### src/hdl/multi_servo_pulse_generator_top_defines.svh
// Assertion macros shared by the servo pulse generator RTL.
// Every macro expects signals named clk and rst_n in the including scope.
`ifndef MULTI_SERVO_PULSE_GENERATOR_TOP_DEFINES_SVH
`define MULTI_SERVO_PULSE_GENERATOR_TOP_DEFINES_SVH

// Same-cycle implication, checked out of reset.
`define MSP_ASSERT_NOW(label, pre, post, msg) \
  label: assert property (@(posedge clk) disable iff (!rst_n) (pre) |-> (post)) \
    else $error(msg);

// Next-cycle implication, checked out of reset.
`define MSP_ASSERT_NEXT(label, pre, post, msg) \
  label: assert property (@(posedge clk) disable iff (!rst_n) (pre) |=> (post)) \
    else $error(msg);

`endif

### src/hdl/msp_pkg.sv
// Package for the multi-channel servo pulse generator.
// Holds the request/result types, configuration bundle, codes and constants.
package msp_pkg;

  localparam int DEF_CHANNELS   = 6;
  localparam int DEF_WIDTH_BITS = 8;

  localparam int PHASE_BITS = 16;
  localparam int OUT_BITS   = 6;

  // Request function codes.
  localparam logic [1:0] FUNC_TICK  = 2'd0;
  localparam logic [1:0] FUNC_WRITE = 2'd1;
  localparam logic [1:0] FUNC_FLUSH = 2'd2;

  // Configuration register indexes.
  localparam logic [1:0] REG_MIN_PULSE = 2'd0;
  localparam logic [1:0] REG_MAX_PULSE = 2'd1;
  localparam logic [1:0] REG_GAP_TICKS = 2'd2;

  localparam logic [7:0]  MIN_RESET = 8'd16;
  localparam logic [7:0]  MAX_RESET = 8'd74;
  localparam logic [15:0] GAP_RESET = 16'd2400;

  // floor(x / 179) == (x * RECIP_179) >> RECIP_SHIFT for every x below 2^16.
  localparam int          RECIP_SHIFT = 24;
  localparam logic [16:0] RECIP_179   = 17'd93728;
  localparam int          DM_BITS     = 25;
  localparam logic [DM_BITS-1:0] DM_RESET =
    DM_BITS'(MAX_RESET - MIN_RESET) * DM_BITS'(RECIP_179);

  typedef struct packed {
    logic [1:0] func;
    logic [2:0] channel;
    logic [7:0] angle;
  } msp_in_t;

  typedef struct packed {
    logic [5:0] port_bits;
    logic       frame_start;
    logic       in_gap;
  } msp_out_t;

  // Configuration as seen by the datapath, with the span scale precomputed.
  typedef struct packed {
    logic [7:0]         lo;
    logic [7:0]         hi;
    logic [15:0]        gap;
    logic [7:0]         diff;
    logic [DM_BITS-1:0] dm;
    logic               up;
  } msp_cfg_t;

endpackage

### src/hdl/multi_servo_pulse_generator_top.sv
// Multi-channel servo pulse generator, one request per clock while the output is not
// stalled, one result per request. Each request is turned into its result combinationally
// and the result is held in an output register; a new request is taken whenever that
// register is empty or being drained, so the sustained rate is one request per cycle and
// out_valid rises in the cycle after acceptance. Tick requests advance a frame of a
// 2^WIDTH_BITS-tick pulse window and a gap_ticks-tick low gap; write requests map an
// angle to a pulse width (one 8 by 25 bit multiply sets the path), flush requests
// schedule the copy of pending widths into the active table at the next gap start.
// Configuration writes are taken every cycle. Depends on msp_pkg and the msp_* submodules.
module multi_servo_pulse_generator_top
  import msp_pkg::*;
#(
  parameter int CHANNELS   = DEF_CHANNELS,
  parameter int WIDTH_BITS = DEF_WIDTH_BITS
) (
  input  logic        clk,
  input  logic        rst_n,
  input  logic        in_valid,
  output logic        in_stall,
  input  msp_in_t     in_data,
  output logic        out_valid,
  input  logic        out_stall,
  output msp_out_t    out_data,
  input  logic        cfg_valid,
  output logic        cfg_ready,
  input  logic [1:0]  cfg_index,
  input  logic [15:0] cfg_data
);

  msp_cfg_t              cfg;
  logic [WIDTH_BITS-1:0] new_width;
  msp_out_t              result;
  logic                  in_acc;
  logic                  out_valid_r, out_valid_nxt;
  msp_out_t              out_data_r;

  assign cfg_ready = 1'b1;
  assign in_stall  = out_valid_r && out_stall;
  assign in_acc    = in_valid && !in_stall;

  msp_cfg_regs u_cfg (
    .clk      (clk),
    .rst_n    (rst_n),
    .wr_en    (cfg_valid && cfg_ready),
    .wr_index (cfg_index),
    .wr_data  (cfg_data),
    .cfg      (cfg)
  );

  msp_angle_map #(
    .WIDTH_BITS (WIDTH_BITS)
  ) u_map (
    .angle (in_data.angle),
    .cfg   (cfg),
    .width (new_width)
  );

  msp_frame_core #(
    .CHANNELS   (CHANNELS),
    .WIDTH_BITS (WIDTH_BITS)
  ) u_core (
    .clk       (clk),
    .rst_n     (rst_n),
    .acc       (in_acc),
    .item      (in_data),
    .cfg       (cfg),
    .new_width (new_width),
    .result    (result)
  );

  always_comb begin
    out_valid_nxt = out_valid_r;
    if (in_acc) begin
      out_valid_nxt = 1'b1;
    end else if (!out_stall) begin
      out_valid_nxt = 1'b0;
    end
  end

  always_ff @(posedge clk) begin
    if (!rst_n) begin
      out_valid_r <= 1'b0;
    end else begin
      out_valid_r <= out_valid_nxt;
    end
  end

  always_ff @(posedge clk) begin
    if (in_acc) begin
      out_data_r <= result;
    end
  end

  assign out_valid = out_valid_r;
  assign out_data  = out_data_r;

endmodule

### src/hdl/msp_cfg_regs.sv
// Configuration registers of the servo pulse generator.
// Depends on msp_pkg; also precomputes the pulse span scale for the angle map.
module msp_cfg_regs
  import msp_pkg::*;
(
  input  logic        clk,
  input  logic        rst_n,
  input  logic        wr_en,
  input  logic [1:0]  wr_index,
  input  logic [15:0] wr_data,
  output msp_cfg_t    cfg
);

  logic [7:0]         min_r, min_nxt;
  logic [7:0]         max_r, max_nxt;
  logic [15:0]        gap_r, gap_nxt;
  logic [7:0]         diff_r, diff_nxt;
  logic [DM_BITS-1:0] dm_r, dm_nxt;
  logic               up_r, up_nxt;

  always_comb begin
    min_nxt = min_r;
    max_nxt = max_r;
    gap_nxt = gap_r;
    if (wr_en) begin
      unique case (wr_index)
        REG_MIN_PULSE: min_nxt = wr_data[7:0];
        REG_MAX_PULSE: max_nxt = wr_data[7:0];
        REG_GAP_TICKS: gap_nxt = wr_data;
        default: ;
      endcase
    end
    up_nxt   = (max_nxt >= min_nxt);
    diff_nxt = up_nxt ? (max_nxt - min_nxt) : (min_nxt - max_nxt);
    dm_nxt   = DM_BITS'(diff_nxt) * DM_BITS'(RECIP_179);
  end

  always_ff @(posedge clk) begin
    if (!rst_n) begin
      min_r  <= MIN_RESET;
      max_r  <= MAX_RESET;
      gap_r  <= GAP_RESET;
      diff_r <= MAX_RESET - MIN_RESET;
      dm_r   <= DM_RESET;
      up_r   <= 1'b1;
    end else if (wr_en) begin
      min_r  <= min_nxt;
      max_r  <= max_nxt;
      gap_r  <= gap_nxt;
      diff_r <= diff_nxt;
      dm_r   <= dm_nxt;
      up_r   <= up_nxt;
    end
  end

  assign cfg = '{lo: min_r, hi: max_r, gap: gap_r, diff: diff_r, dm: dm_r, up: up_r};

endmodule

### src/hdl/msp_angle_map.sv
// Angle to pulse width mapping with saturation at the full-angle width.
// Depends on msp_pkg for the configuration bundle and reciprocal constants.
module msp_angle_map
  import msp_pkg::*;
#(
  parameter int WIDTH_BITS = DEF_WIDTH_BITS
) (
  input  logic [7:0]            angle,
  input  msp_cfg_t              cfg,
  output logic [WIDTH_BITS-1:0] width
);

  localparam int PROD_BITS = DM_BITS + 8;

  logic [PROD_BITS-1:0] prod;
  logic [8:0]           quot;
  logic [9:0]           sum;
  logic [7:0]           w8;

  always_comb begin
    // Division by the angle span is a multiply by its reciprocal.
    prod = PROD_BITS'(angle) * PROD_BITS'(cfg.dm);
    quot = prod[PROD_BITS-1:RECIP_SHIFT];
    sum  = 10'(cfg.lo) + 10'(quot);
    if (cfg.up) begin
      w8 = (sum > 10'(cfg.hi)) ? cfg.hi : sum[7:0];
    end else begin
      w8 = (quot >= 9'(cfg.diff)) ? cfg.hi : (cfg.lo - quot[7:0]);
    end
    width = WIDTH_BITS'(w8);
  end

endmodule

### src/hdl/msp_frame_core.sv
// Frame timing, width tables and channel levels of the servo pulse generator.
// Depends on msp_pkg and the assertion macros header.
`include "multi_servo_pulse_generator_top_defines.svh"

module msp_frame_core
  import msp_pkg::*;
#(
  parameter int CHANNELS   = DEF_CHANNELS,
  parameter int WIDTH_BITS = DEF_WIDTH_BITS
) (
  input  logic                  clk,
  input  logic                  rst_n,
  input  logic                  acc,
  input  msp_in_t               item,
  input  msp_cfg_t              cfg,
  input  logic [WIDTH_BITS-1:0] new_width,
  output msp_out_t              result
);

  localparam int WINDOW_TICKS = 2 ** WIDTH_BITS;
  localparam int PAD_BITS     = (CHANNELS > OUT_BITS) ? CHANNELS : OUT_BITS;

  logic [WIDTH_BITS-1:0] pend_r [CHANNELS];
  logic [WIDTH_BITS-1:0] act_r  [CHANNELS];
  logic                  upd_r, upd_nxt;
  logic [PHASE_BITS-1:0] phase_r, phase_nxt;
  logic                  gap_r, gap_nxt;
  logic [CHANNELS-1:0]   lvl_r, lvl_nxt;

  logic                  tick, wr, flush;
  logic                  win_last, gap_last, copy;
  logic [15:0]           gap_len;
  logic [CHANNELS-1:0]   lvl_win;
  logic [PAD_BITS-1:0]   lvl_pad;

  always_comb begin
    tick  = acc && (item.func == FUNC_TICK);
    wr    = acc && (item.func == FUNC_WRITE);
    flush = acc && (item.func == FUNC_FLUSH);

    win_last = (phase_r == PHASE_BITS'(WINDOW_TICKS - 1));
    gap_len  = (cfg.gap == 16'd0) ? 16'd1 : cfg.gap;
    // A gap shortened while counting ends as soon as the count passes it.
    gap_last = ((17'(phase_r) + 17'd1) >= 17'(gap_len));
    copy     = tick && !gap_r && win_last && upd_r;

    for (int n = 0; n < CHANNELS; n++) begin
      lvl_win[n] = (act_r[n] != '0) && (phase_r < PHASE_BITS'(act_r[n]));
    end

    upd_nxt   = upd_r;
    phase_nxt = phase_r;
    gap_nxt   = gap_r;
    lvl_nxt   = lvl_r;
    if (flush) begin
      upd_nxt = 1'b1;
    end
    if (tick) begin
      if (!gap_r) begin
        lvl_nxt = lvl_win;
        if (win_last) begin
          gap_nxt   = 1'b1;
          phase_nxt = '0;
          if (upd_r) begin
            upd_nxt = 1'b0;
          end
        end else begin
          phase_nxt = phase_r + 1'b1;
        end
      end else begin
        lvl_nxt = '0;
        if (gap_last) begin
          gap_nxt   = 1'b0;
          phase_nxt = '0;
        end else begin
          phase_nxt = phase_r + 1'b1;
        end
      end
    end

    lvl_pad            = PAD_BITS'(lvl_nxt);
    result.port_bits   = lvl_pad[OUT_BITS-1:0];
    result.frame_start = tick && !gap_r && (phase_r == '0);
    result.in_gap      = gap_r;
  end

  always_ff @(posedge clk) begin
    if (!rst_n) begin
      upd_r   <= 1'b0;
      phase_r <= '0;
      gap_r   <= 1'b0;
      lvl_r   <= '0;
      for (int n = 0; n < CHANNELS; n++) begin
        pend_r[n] <= WIDTH_BITS'(MIN_RESET);
        act_r[n]  <= '0;
      end
    end else begin
      upd_r   <= upd_nxt;
      phase_r <= phase_nxt;
      gap_r   <= gap_nxt;
      lvl_r   <= lvl_nxt;
      for (int n = 0; n < CHANNELS; n++) begin
        if (wr && (5'(item.channel) == 5'(n))) begin
          pend_r[n] <= new_width;
        end
        if (copy) begin
          act_r[n] <= pend_r[n];
        end
      end
    end
  end

  `MSP_ASSERT_NEXT(a_window_to_gap, tick && !gap_r && win_last,
                   gap_r && (phase_r == '0), "window end did not open the gap")
  `MSP_ASSERT_NEXT(a_update_consumed, copy, !upd_r,
                   "update request survived the copy to the active table")
  `MSP_ASSERT_NOW(a_window_bound, !gap_r, 32'(phase_r) < WINDOW_TICKS,
                  "window count ran past the window length")
  `MSP_ASSERT_NEXT(a_gap_low, tick && gap_r, lvl_r == '0,
                   "channel levels high after a gap tick")

endmodule

### config.mk
export PLATFORM = sky130hd
export DESIGN_NAME = multi_servo_pulse_generator_top
export DESIGN_NICKNAME = d
export VERILOG_FILES = /design/src/hdl/msp_pkg.sv /design/src/hdl/multi_servo_pulse_generator_top.sv /design/src/hdl/msp_cfg_regs.sv /design/src/hdl/msp_angle_map.sv /design/src/hdl/msp_frame_core.sv
export VERILOG_INCLUDE_DIRS = /design/src /design/src/hdl
export SDC_FILE = /design/constraint.sdc
export NUM_CORES = 1
export LEC_CHECK = 0
export ABC_AREA = 1
export BUFFER_PORTS_ARGS = -buffer_cell sky130_fd_sc_hd__buf_2
export CORE_AREA = 2 2 190 192
export CTS_CLUSTER_SIZE = 10
export DETAILED_ROUTE_END_ITERATION = 10
export DIE_AREA = 0 0 192 194
export HOLD_SLACK_MARGIN = 0.05
export PLACE_DENSITY = 0.66
export SYNTH_ARGS = -nofsm -noshare
export SYNTH_HDL_FRONTEND = slang
export SYNTH_SLANG_ARGS = --single-unit
### constraint.sdc
create_clock -name clk -period 10.36 [get_ports clk]
set_input_delay 1.036 -clock clk [delete_from_list [all_inputs] [get_ports clk]]
set_output_delay 1.036 -clock clk [all_outputs]
set_load 0.02 [all_outputs]
==> impl_results.rst <==
.. list-table::
   :header-rows: 1

   * - Metric
     - Value
   * - Buffers inserted by post-CTS timing repair
     - 0
   * - Area growth from synthesis to final layout
     - 6.49%
   * - Top area cells in the synthesized netlist
     - edfxtp_1, fa_1, ha_1
   * - Number of buffers inserted for hold repair after clock tree synthesis
     - 0
   * - Fmax
     - 115 MHz
   * - WHS Path Cells
     - 2
   * - Worst clock skew
     - 0.0266 ns
   * - Combined area of the multi-input logic cells
     - 10300 µm²
   * - Post-detailed-routing wire length
     - 40.3 mm
   * - Total number of H-tree levels
     - 4
   * - Register area share after synthesis
     - 0.273
   * - Post-route DRC violation count
     - 0
   * - Required @ worst endpoint
     - 10.70 ns
   * - Core area
     - 35200 µm²
   * - Class of the tightest hold or removal check
     - flip-flop to flip-flop
   * - Area fraction of the dominant cell type after synthesis
     - 0.179
   * - Inserted Clock Buffers
     - 17
   * - Fraction of registers with async set or reset after synthesis
     - 0
   * - Die Footprint
     - 37200 µm²
   * - Wire length of the first global-routing pass
     - 67.2 mm
   * - Total I/O pin count
     - 47
   * - Slowest cell delay on critical path
     - 0.69 ns
   * - Area of the mapped netlist
     - 17400 µm²
   * - Hold_ws
     - 0.477 ns
   * - Number of pins with negative max-slew slack in the final report
     - 0
   * - Critical R2R Launch
     - u_cfg.diff_r[0]
   * - Data arrival time of the critical path
     - 9.01 ns
   * - RD Place Congestion
     - 0.867
   * - Number of gates resized after CTS
     - 0
   * - Worst reg2reg setup slack
     - 2.35 ns
   * - Final hold violation count
     - 0
   * - Ys flop type
     - edfxtp_1
   * - Later-pin clock latency in the skew report
     - 0.45 ns
   * - Critical-path maximum fanout
     - 30
   * - Run status
     - complete, no violations
   * - Die Ht
     - 194 µm
   * - Number of design-rule violations left by the first detailed-router iteration
     - 617
   * - Vias per std cell
     - 5.07
   * - Antenna diode count
     - 0
   * - Net count after synthesis
     - 2564
   * - Share of post-route cells with drive strength above 1
     - 0.0526
   * - Die X-Extent
     - 192 µm
   * - Final setup vio count
     - 0
   * - Syn_area_per_cell
     - 7.93 µm²
   * - Clock slew seen by the registers of the worst setup and hold paths
     - 0.08 ns
   * - Number of register bits inferred by synthesis
     - 186
   * - MaxCap Viol Count
     - 0
   * - Total number of vias
     - 13500
   * - Netlist cell types
     - 59
   * - Setup TNS after final layout
     - 0 ns
   * - Initial Utilization
     - 0.495
   * - Total GRT Usage
     - 0.226
   * - Startpoint-to-endpoint class of the critical path
     - input pin to flip-flop
   * - Nets
     - 2561
   * - Post-layout minimum cycle time
     - 8.67 ns
   * - Clk sinks
     - 186
   * - Number of antenna violations at the first check in global routing
     - 0
   * - Final worst-path cycle share
     - 0.837
   * - Number of global-route vias before repair
     - 13600
   * - Mean routed wirelength per cell
     - 15.1 µm
   * - Area leader, netlist
     - edfxtp_1
   * - Post-detailed-placement half-perimeter wirelength
     - 32.1 mm
   * - R2r worst-path depth
     - 36
   * - Number of flops mapped to enable cells by yosys
     - 104
   * - CTS Root Cell
     - clkbuf_16
   * - Antenna viol nets, final
     - 0
   * - Worst Hold Path EP
     - u_core.lvl_r[0]
   * - Hold_sp
     - u_core.lvl_r[0]
   * - Worst rel slew slack
     - 0.243
   * - Count of warnings emitted by yosys
     - 0
   * - RSZ-0062 raised after global routing
     - false
   * - Worst setup EP type
     - flip-flop
   * - Area used by sequential logic in the layout
     - 4760 µm²
   * - Fill cell instance count of the final layout
     - 3318
   * - Number of buffers on the longest clock path
     - 2
   * - TritonRoute pass-1 iters
     - 5
   * - FF-to-FF End
     - u_core.pend_r[0][40]
   * - Pin count of the biggest net entering global routing
     - 58
   * - Worst Max-Slew Pin Slew
     - 1.13 ns
   * - Global route total overflow
     - 0
   * - Count of input and output buffers
     - 45
   * - Num rows
     - 69
   * - CP startpoint kind
     - input pin
   * - Cell with the largest stage delay on the worst path
     - inv_1
   * - Instance count of the mapped netlist
     - 2197
   * - TritonCTS clock tree
     - built
[layout make-up]
cell class,count,area share
repair buffers,46,0.0125
clock inverters,14,0.00951
flip-flops and latches,186,0.257
well taps,461,0.0311
multi-input cells,1390,0.555
clock buffers,18,0.0231
inverters,553,0.112
[critical path: cells and delay by family]
family / cells / cell delay [ns]
compound gates: 8 / 1.52
buf+inv: 8 / 1.56
mux: 1 / 0.28
fa+ha+maj: 6 / 2.44
simple gates: 12 / 1.66
xor+xnor: 1 / 0.48
[cell families after synthesis]
kind of cell               share of synthesized area
AOI/OAI and AO/OA                             0.0905
xor gates and xnor gates                      0.0221
adders and majority gates                      0.296
buffers and inverters                          0.136
DFF                                            0.273
muxes                                       0.000574
other                                       0.000215
and+or+nand+nor                                0.181
[per-layer routing]
metal / vias to the layer above / GRT usage / wire length, µm
met2: 280 / 0.413 / 20800
met3: 47 / 0.0266 / 1350
met1: 6380 / 0.278 / 17500
met5: - / 0 / 0
met4: 0 / 0.0611 / 672
li1: 6823 / - / -
[cell usage in the layout (no fill, tap or decap), types with 9 or more instances in the layout]
master     netlist  layout
fa_1           136     136
nand3_1         64      64
buf_2            6      45
o211ai_1        14      14
nor3_1          12      12
clkbuf_16        0      17
a21o_1           9       9
xor2_1          36      36
edfxtp_1       104     104
a21oi_1        131     131
dfxtp_1         82      82
o21ai_0         76      76
nand2_1        388     387
nor2_1         183     183
nor4_1          12      12
nand2_2         11      12
nand4_1         38      38
ha_1           195     195
inv_1          551     550
[worst max path at each step]
| stage | slack (ns) | endpoint | startpoint | cells after the start |
|---|---|---|---|---|
| floorplan | 2.42 | u_core.pend_r[0][0] | in_data[7] | 38 |
| global placement | 1.23 | u_cfg.dm_r[21] | cfg_valid | 36 |
| detailed placement | 1.30 | u_cfg.dm_r[21] | cfg_valid | 36 |
| CTS | 1.73 | u_cfg.dm_r[21] | cfg_valid | 36 |
| global route | 1.01 | u_cfg.dm_r[21] | cfg_valid | 36 |
| finish | 1.69 | u_cfg.dm_r[21] | cfg_valid | 36 |
[synth_stat cells (all sizes together), types with 3 or more instances]
cell / n
dfxtp: 82
or2: 6
nor2: 187
a21boi: 7
ha: 195
o21ai: 76
a211oi: 4
nor4: 12
buf: 12
xnor2: 8
a21o: 9
o211ai: 15
a21oi: 132
a41oi: 3
nand4: 38
o21bai: 6
xor2: 36
and3: 4
clkbuf: 56
nand3: 69
o221ai: 6
a22oi: 3
nor3: 13
edfxtp: 104
a31oi: 3
nand2: 402
fa: 136
inv: 553
[state kept, by name (all words and copies together), names as in the netlist, 16 cells and up]
name and cells:
u_core.act_r 48, u_core.pend_r 48, u_cfg.dm_r 16, u_cfg.gap_r 16
u_core.phase_r 16
[through the flow]
step / worst slack, ns / utilization / instances / cell area, µm²
after floorplan: 2.42 / - / 2197 / 17400
after global placement: 1.23 / 0.510 / 2636 / 18000
after detailed placement: 1.30 / 0.510 / 2636 / 18000
after CTS: 1.73 / 0.527 / 2668 / 18600
after global routing: 1.01 / 0.527 / 2668 / 18600
final: 1.69 / 0.527 / 2668 / 18600
Power is left out: the tool's default activity adds up to more than one toggle a clock period on the data nets, which glitch-free logic cannot reach.
